<file path="src/rtl/core/bmm_pkg.sv">
// Shared types and constants for the bipartite matching engine.
package bmm_pkg;

    localparam int DEF_N_LEFT     = 256;
    localparam int DEF_N_RIGHT    = 256;
    localparam int DEF_MAX_DEGREE = 256;

    localparam int VERT_W  = 9;
    localparam int COUNT_W = 9;
    localparam logic [COUNT_W-1:0] COUNT_RESET = 9'd256;

    // register indexes on the configuration port
    localparam logic CFG_LEFT_COUNT  = 1'b0;
    localparam logic CFG_RIGHT_COUNT = 1'b1;

    typedef enum logic [1:0] {
        OP_ADD = 2'd0,
        OP_RUN = 2'd1,
        OP_QRY = 2'd2,
        OP_CLR = 2'd3
    } t_op;

    typedef enum logic [1:0] {
        RES_OK    = 2'd0,
        RES_RANGE = 2'd1,
        RES_FULL  = 2'd2
    } t_res;

    typedef enum logic [4:0] {
        S_BOOT,
        S_IDLE,
        S_DECODE,
        S_ADD_RD,
        S_ADD_WR,
        S_QRY_RD,
        S_CLEAR,
        S_RUN_CLR,
        S_TRY,
        S_FETCH,
        S_EDGE,
        S_PART,
        S_MARK,
        S_POP,
        S_POP_LD,
        S_APPLY_TOP,
        S_APPLY_RD,
        S_APPLY_WR,
        S_NEXT_ROOT,
        S_DONE
    } t_state;

    typedef struct packed {
        logic load;
        logic clr_step;
        logic clr_deg;
        logic add_rd;
        logic add_wr;
        logic qry_rd;
        logic try_init;
        logic fetch;
        logic part_rd;
        logic mark_rd;
        logic advance;
        logic push;
        logic pop;
        logic pop_ld;
        logic apply_top;
        logic apply_rd;
        logic apply_wr;
        logic root_next;
        logic out_load;
    } t_cmd;

    typedef struct packed {
        t_op  op;
        logic item_ok;
        logic clr_last;
        logic k_ge_deg;
        logic w_zero;
        logic blocked;
        logic sp_one;
        logic idx_zero;
        logic root_last;
        logic no_left;
        logic out_free;
    } t_stat;

endpackage

</file>
<file path="src/rtl/core/bmm_ctrl.sv">
// Sequencer for the bipartite matching engine.
module bmm_ctrl (
    input  logic          i_clk,
    input  logic          i_rst_n,
    input  logic          i_in_valid,
    output logic          o_in_stall,
    input  bmm_pkg::t_stat i_stat,
    output bmm_pkg::t_cmd  o_cmd
);
    import bmm_pkg::*;

    t_state r_state, n_state;

    always_ff @(posedge i_clk) begin
        if (!i_rst_n) begin
            r_state <= S_BOOT;
        end else begin
            r_state <= n_state;
        end
    end

    always_comb begin
        n_state    = r_state;
        o_cmd      = '0;
        o_in_stall = 1'b1;
        case (r_state)
            S_BOOT: begin
                o_cmd.clr_step = 1'b1;
                o_cmd.clr_deg  = 1'b1;
                if (i_stat.clr_last) n_state = S_IDLE;
            end
            S_IDLE: begin
                o_in_stall = 1'b0;
                if (i_in_valid) begin
                    o_cmd.load = 1'b1;
                    n_state    = S_DECODE;
                end
            end
            S_DECODE: begin
                case (i_stat.op)
                    OP_ADD:  n_state = i_stat.item_ok ? S_ADD_RD : S_DONE;
                    OP_RUN:  n_state = S_RUN_CLR;
                    OP_QRY:  n_state = i_stat.item_ok ? S_QRY_RD : S_DONE;
                    OP_CLR:  n_state = S_CLEAR;
                    default: n_state = S_DONE;
                endcase
            end
            S_ADD_RD: begin
                o_cmd.add_rd = 1'b1;
                n_state      = S_ADD_WR;
            end
            S_ADD_WR: begin
                o_cmd.add_wr = 1'b1;
                n_state      = S_DONE;
            end
            S_QRY_RD: begin
                o_cmd.qry_rd = 1'b1;
                n_state      = S_DONE;
            end
            S_CLEAR: begin
                o_cmd.clr_step = 1'b1;
                o_cmd.clr_deg  = 1'b1;
                if (i_stat.clr_last) n_state = S_DONE;
            end
            S_RUN_CLR: begin
                o_cmd.clr_step = 1'b1;
                if (i_stat.clr_last) n_state = i_stat.no_left ? S_DONE : S_TRY;
            end
            S_TRY: begin
                o_cmd.try_init = 1'b1;
                n_state        = S_FETCH;
            end
            S_FETCH: begin
                o_cmd.fetch = 1'b1;
                n_state     = S_EDGE;
            end
            S_EDGE: begin
                if (i_stat.k_ge_deg) begin
                    n_state = S_POP;
                end else begin
                    o_cmd.part_rd = 1'b1;
                    n_state       = S_PART;
                end
            end
            S_PART: begin
                if (i_stat.w_zero) begin
                    n_state = S_APPLY_TOP;
                end else begin
                    o_cmd.mark_rd = 1'b1;
                    n_state       = S_MARK;
                end
            end
            S_MARK: begin
                if (i_stat.blocked) o_cmd.advance = 1'b1;
                else                o_cmd.push    = 1'b1;
                n_state = S_FETCH;
            end
            S_POP: begin
                o_cmd.pop = 1'b1;
                n_state   = i_stat.sp_one ? S_NEXT_ROOT : S_POP_LD;
            end
            S_POP_LD: begin
                o_cmd.pop_ld = 1'b1;
                n_state      = S_FETCH;
            end
            S_APPLY_TOP: begin
                o_cmd.apply_top = 1'b1;
                n_state         = i_stat.sp_one ? S_NEXT_ROOT : S_APPLY_RD;
            end
            S_APPLY_RD: begin
                o_cmd.apply_rd = 1'b1;
                n_state        = S_APPLY_WR;
            end
            S_APPLY_WR: begin
                o_cmd.apply_wr = 1'b1;
                n_state        = i_stat.idx_zero ? S_NEXT_ROOT : S_APPLY_RD;
            end
            S_NEXT_ROOT: begin
                if (i_stat.root_last) begin
                    n_state = S_DONE;
                end else begin
                    o_cmd.root_next = 1'b1;
                    n_state         = S_TRY;
                end
            end
            S_DONE: begin
                if (i_stat.out_free) begin
                    o_cmd.out_load = 1'b1;
                    n_state        = S_IDLE;
                end
            end
            default: n_state = S_BOOT;
        endcase
    end

endmodule

</file>
<file path="config.mk">
export PLATFORM = sky130hd
export DESIGN_NAME = bmm_ctrl
export DESIGN_NICKNAME = d
export VERILOG_FILES = /design/src/rtl/core/bmm_pkg.sv /design/src/rtl/core/bmm_ctrl.sv
export SDC_FILE = /design/constraint.sdc
export NUM_CORES = 1
export LEC_CHECK = 0
export ABC_CLOCK_PERIOD_IN_PS = 2600
export BUFFER_PORTS_ARGS = -buffer_cell sky130_fd_sc_hd__buf_4
export CORE_UTILIZATION = 31
export CTS_BUF_LIST = sky130_fd_sc_hd__clkbuf_8 sky130_fd_sc_hd__clkbuf_16
export DETAILED_ROUTE_END_ITERATION = 12
export PLACE_DENSITY = 0.53
export SYNTH_ARGS = -nofsm -noshare
export SYNTH_HDL_FRONTEND = slang
export SYNTH_SLANG_ARGS = --single-unit
</file>
<file path="constraint.sdc">
create_clock -name i_clk -period 2.6 [get_ports i_clk]
set_input_delay 0.52 -clock i_clk [delete_from_list [all_inputs] [get_ports i_clk]]
set_output_delay 0.52 -clock i_clk [all_outputs]
set_load 0.01 [all_outputs]
</file>
==> results of run 1 <==
==> per-layer routing <==
layer,track usage,share of wire,routed length [microns],up-vias
li1,-,-,-,459
met1,0.2645,0.48,1127,414
met2,0.3200,0.48,1114,29
met3,0.02727,0.039,91,0
met4,0,0,0,0
met5,0,0,0,-
==> power breakdown <==
group,internal [mW],leakage [nW],switching [mW]
Combinational,0.267,0.352,0.291
Sequential,0.0998,0.0408,0.0783
Clock,0.101,0.0269,0.0360
Total,0.468,0.420,0.405
==> synthesized netlist by cell type, types with 2 or more instances <==
library cell | instances | area, sq um
a211oi_1 | 2 | 15.01
a21oi_1 | 6 | 30.03
and3_1 | 3 | 18.77
buf_1 | 2 | 7.510
buf_6 | 2 | 22.52
clkbuf_1 | 7 | 26.28
dfxtp_1 | 5 | 100.1
inv_1 | 2 | 7.510
nand2_1 | 8 | 30.03
nand2b_1 | 5 | 31.28
nand3_1 | 4 | 20.02
nand4_1 | 2 | 12.51
nor2_1 | 10 | 37.54
nor2b_1 | 6 | 37.54
nor3_1 | 8 | 40.04
nor3b_1 | 3 | 22.52
nor4_1 | 2 | 12.51
o21ai_0 | 3 | 15.01
o22a_1 | 2 | 17.52
or3_1 | 3 | 18.77
==> critical path, delay by kind of cell, from the launching register on <==
kind / cells / cell delay [ns]
buf+inv: 1 / 0.19
flops: 1 / 0.50
simple gates: 2 / 0.92
==> final timing paths <==
check             cells after the start  startpoint          to
setup / recovery                      3  r_state[3]    o_cmd[1]
hold / removal                        2     i_rst_n  r_state[4]
setup reg to reg                      5  r_state[3]  r_state[1]
hold reg to reg                       1  r_state[0]  r_state[0]
==> cell families after synthesis <==
family          Yosys count
compound gates           25
xor+xnor                  1
buf+inv                  14
flops                     5
mux                       2
simple gates             61
==> area by class of cell <==
| cell class | count | area (sq um) |
|---|---|---|
| flip-flops and latches | 5 | 100.1 |
| multi-input cells | 89 | 559.3 |
| clock inverters | 1 | 3.754 |
| inverters | 2 | 7.507 |
| well taps | 28 | 35.03 |
| fillers | 236 | 1187 |
| clock buffers | 3 | 41.29 |
| repair buffers | 37 | 277.8 |
==> metrics by stage <==
stage	cells	power, mW	hold slack, ns
after global placement	161	0.7381	0.7690
after floorplan	108	0.5444	0.6377
after global routing	165	0.9522	0.5622
after detailed placement	161	0.7297	0.7731
final	165	0.8729	0.5530
after CTS	165	0.8707	0.5554
==> reports/metrics.csv, run 1 <==
stage,metric,value,unit
status,outcome,"complete, but fails checks",
status,violations,DRC,
detailed_routing,drt-initial-drc-count,22,
setup_path,critPathKind,reg -> out,
detailed_routing,wl_per_cell,14.14,microns
global_route,groute.usage.overall,0.1881,
sta,rsz0062_at_grt,no,
cts,cts.hold.buffers_added,0,
floorplan,io_pins,35,
synth,seq_area_frac_synth,0.1375,
finish,reg_top3,r_state (5),
floorplan,die_w,50.47,microns
synth,synthAdderAreaFrac,0,
detailed_routing,firstDrtPassIters,9,
synth,synth_nets,123,
floorplan,die_h,50.47,microns
setup_path,cp.arrival,1.81,ns
floorplan,rows,17,
setup_path,r2r_setup_slack,0.53,ns
pwr,cellLeakagePower,0.4201,nW
run,drv_cap,0,
pwr,powerDensity,851.9,nW/um^2
detailed_routing,route.detailed.drc,2,
cts,cts_max_level,1,
cts,cts_tree,yes,
cts,worstSkewPairLatency,0.22,ns
synth,avgSynthCellArea,6.743,sq um
sta,final.setup.tns,0,ns
global_route,grt_pass1_wl,3767,microns
placement,dp_slack,0.4993,ns
finish,nets,153,
sta,tightestPinTransition,0.6244,ns
cts,cts_sinks,5,
sta,slew_viol_final,0,
sta,relSlewSlack,0.5832,
synth,synthSimpleGateAreaFrac,0.4674,
finish,final_cell_mix,"37 x buf_4, 10 x nor2_1, 8 x nand2_1, 8 x nor3_1",
setup_path,crit_chain,or3b_1 -> nor3_1 -> buf_4,
synth,ys.flop_type,dfxtp_1,
placement,placed_cell_area,979.7,sq um
detailed_routing,final_antenna_net_count,0,
global_route,grt_max_degree,20,
finish,utilization,0.4632,
placement,hpwlAfterDp,1731,microns
cts,path_clk_slew,0.04,ns
setup_path,start_kind,register,
sta,fin_crit,2.334,ns
global_route,grt_pass1_vias,826,
pwr,peakVddDrop,0.0005150,V
synth,synth-edff-count,0,
cts,clockRootBuffer,clkbuf_8,
finish,regMostFlops,r_state,
detailed_routing,num_vias,902,
sta,finalWorstSetupSlack,0.2661,ns
cts,clock_path_buffers,2,
cts,numCtsBuffers,3,
synth,synthMuxAreaShare,0.02921,
placement,io_buffer_count,34,
finish,finalInstanceArea,1025,sq um
global_route,grt_overflow,0,
synth,syn_area,728.2,sq um
sta,finalCritPeriodShare,0.8977,
placement,gp_congestion,0.8799,
synth,ys_async_sr_fraction,0,
setup_path,crit_slowest_cell,or3b_1,
floorplan,fp.coreArea,2212,sq um
detailed_routing,via_per_inst,5.467,
sta,hold_viol_final,0,
finish,drive_gt1_frac,0.3285,
cts,cts_resized,0,
worst_hold_path,hold_path_class,in -> reg,
setup_path,cpPeakStageDelay,0.57,ns
finish,antennaDiodeCount,0,
sta,fmax,428.5,MHz
synth,ys_warn_count,0,
detailed_routing,drt_wl_total,2333,microns
floorplan,start_util,0.3292,
floorplan,die-area,2547,sq um
synth,synth-xor-area-share,0.01203,
sta,setup_viol,0,
synth,synth.distinct_cells,43,
cts,postCtsSetupBuffers,0,
finish,final_common_cell,buf_4,
finish,area_growth_syn_to_layout,40.72,%
setup_path,end_kind,primary output,
global_route,antenna_found_initial,0,
finish,largest_reg_flops,5,
synth,synth-compound-area-share,0.2595,
setup_path,required,2.08,ns
synth,synth_seq_cells,5,
synth,synth_top_family_by_area,simple AND/OR/NAND/NOR gates,
synth,synth_cells,108,
setup_path,crit_fanout,19,
sta,finClkSkew,0.001567,ns
Note: power is estimated with default switching activity, not from simulation.
==> inputs of run 2 (changes only) <==
- PLACE_DENSITY: 0.53 -> 0.59
- RECOVER_POWER: unset -> 50
==> run 2 against run 1 <==
  * The flow now finishes without violations
  * Combinational power down 12%
  * Clock power about the same
  * Global-route usage down 0.54 points
  * Fmax up 0.57%
  * Critical endpoint unchanged
==> reports/metrics.csv, run 2 (synthesis results as in run 1) <==
stage,metric,value,unit
pwr,powerDensity,834.3,nW/um^2
setup_path,crit_slowest_cell,or3b_1,
cts,numCtsBuffers,3,
finish,drive_gt1_frac,0.2574,
finish,area_growth_syn_to_layout,34.88,%
floorplan,die_h,50.47,microns
setup_path,crit_fanout,18,
sta,final.setup.tns,0,ns
placement,io_buffer_count,34,
detailed_routing,drt_wl_total,2294,microns
run,drv_cap,0,
sta,fmax,430.9,MHz
finish,antennaDiodeCount,0,
finish,fill_cells,246,
sta,hold_viol_final,0,
setup_path,end_kind,primary output,
global_route,antenna_found_initial,0,
status,outcome,finished clean,
cts,clockRootBuffer,clkbuf_8,
sta,finClkSkew,0.002278,ns
setup_path,critPathBufInv,1,
cts,path_clk_slew,0.04,ns
finish,final_common_cell,buf_4,
detailed_routing,via_per_inst,5.610,
pwr,peakVddDrop,0.0004071,V
cts,cts_resized,0,
cts,cts_sinks,5,
placement,hpwlAfterDp,1742,microns
floorplan,io_pins,35,
cts,cts.hold.buffers_added,0,
sta,finalCritPeriodShare,0.8926,
finish,largest_reg_flops,5,
floorplan,die_w,50.47,microns
pwr,cellLeakagePower,0.3849,nW
detailed_routing,drt-initial-drc-count,50,
sta,fin_crit,2.321,ns
detailed_routing,firstDrtPassIters,4,
finish,final_cell_mix,"28 x buf_4, 10 x nor2_1, 8 x nand2_1, 8 x nor3_1, 8 x clkbuf_1",
floorplan,start_util,0.3292,
detailed_routing,num_vias,920,
setup_path,start_kind,register,
sta,setup_viol,0,
sta,relSlewSlack,0.5919,
floorplan,fp.coreArea,2212,sq um
finish,nets,152,
floorplan,die-area,2547,sq um
setup_path,crit_family,simple AND/OR/NAND/NOR gates,
global_route,grt_overflow,0,
global_route,groute.usage.overall,0.1826,
cts,worstSkewPairLatency,0.22,ns
setup_path,required,2.08,ns
cts,cts_tree,yes,
global_route,grt_pass1_wl,3677,microns
floorplan,rows,17,
worst_hold_path,hold_path_class,in -> reg,
setup_path,critPathKind,reg -> out,
sta,finalWorstSetupSlack,0.2793,ns
finish,reg_top3,r_state (5),
setup_path,crit_chain,or3b_1 -> nor3_1 -> buf_4,
setup_path,cp.arrival,1.80,ns
cts,cts_max_level,1,
cts,postCtsSetupBuffers,0,
sta,slew_viol_final,0,
detailed_routing,wl_per_cell,13.99,microns
placement,dp_slack,0.5092,ns
placement,gp_congestion,0.9187,
sta,tightestPinTransition,0.6114,ns
sta,rsz0062_at_grt,no,
global_route,grt_max_degree,21,
finish,regMostFlops,r_state,
detailed_routing,route.detailed.drc,0,
cts,clock_path_buffers,2,
setup_path,cpPeakStageDelay,0.58,ns
global_route,grt_pass1_vias,818,
detailed_routing,final_antenna_net_count,0,
==> run 2: changes by cell type in the layout (fill, tap and decap cells not counted), sizes merged <==
cell	delta
buf	-9
clkbuf	+8
==> run 2: report_power, final <==
part | switching, mW | internal [mW]
combinational | 0.275 | 0.217
clock | 0.0392 | 0.101
sequential | 0.0873 | 0.0998
==> run 2: metal layers <==
metal  part of all wire  vias to the layer above  GRT usage
met2               0.48                       32     0.2933
met3              0.049                        2    0.03333
met1               0.46                      430     0.2545
li1                   -                      456          -
met5                  0                        -          0
met4             0.0083                        0    0.03241
==> run 2: path summary, 6_finish.rpt <==
path | to | from | slack (ns) | cells past startpoint
worst max-delay path | o_cmd[1] | r_state[2] | 0.28 | 3
worst min-delay path | r_state[4] | i_rst_n | 0.54 | 2
worst max register to register | r_state[1] | r_state[2] | 0.49 | 5
worst min register to register | r_state[0] | r_state[0] | 0.73 | 1
==> run 2: through the flow <==
stage          instance area [sq um]  utilization  cells  hold slack [ns]  power, mW
2_1_floorplan                  728.2            -    108           0.6377     0.5444
5_1_grt                        982.2       0.4440    164           0.5640     0.8904
3_3_place_gp                   972.2       0.4395    160           0.7050     0.7105
4_1_cts                         1017       0.4598    164           0.5389     0.8602
6_report                       982.2       0.4440    164           0.5427     0.8194
3_5_place_dp                   972.2       0.4395    160           0.7205     0.7156
==> run 2: cell type report <==
type | count | area (sq um) | share of cell area
Tap cell | 28 | 35.03 | 0.03567
Clock buffer | 3 | 41.29 | 0.04204
Timing Repair Buffer | 36 | 240.2 | 0.2446
Clock inverter | 1 | 3.754 | 0.003822
Sequential cell | 5 | 100.1 | 0.1019
Multi-Input combinational cell | 89 | 554.3 | 0.5643
Inverter | 2 | 7.507 | 0.007643
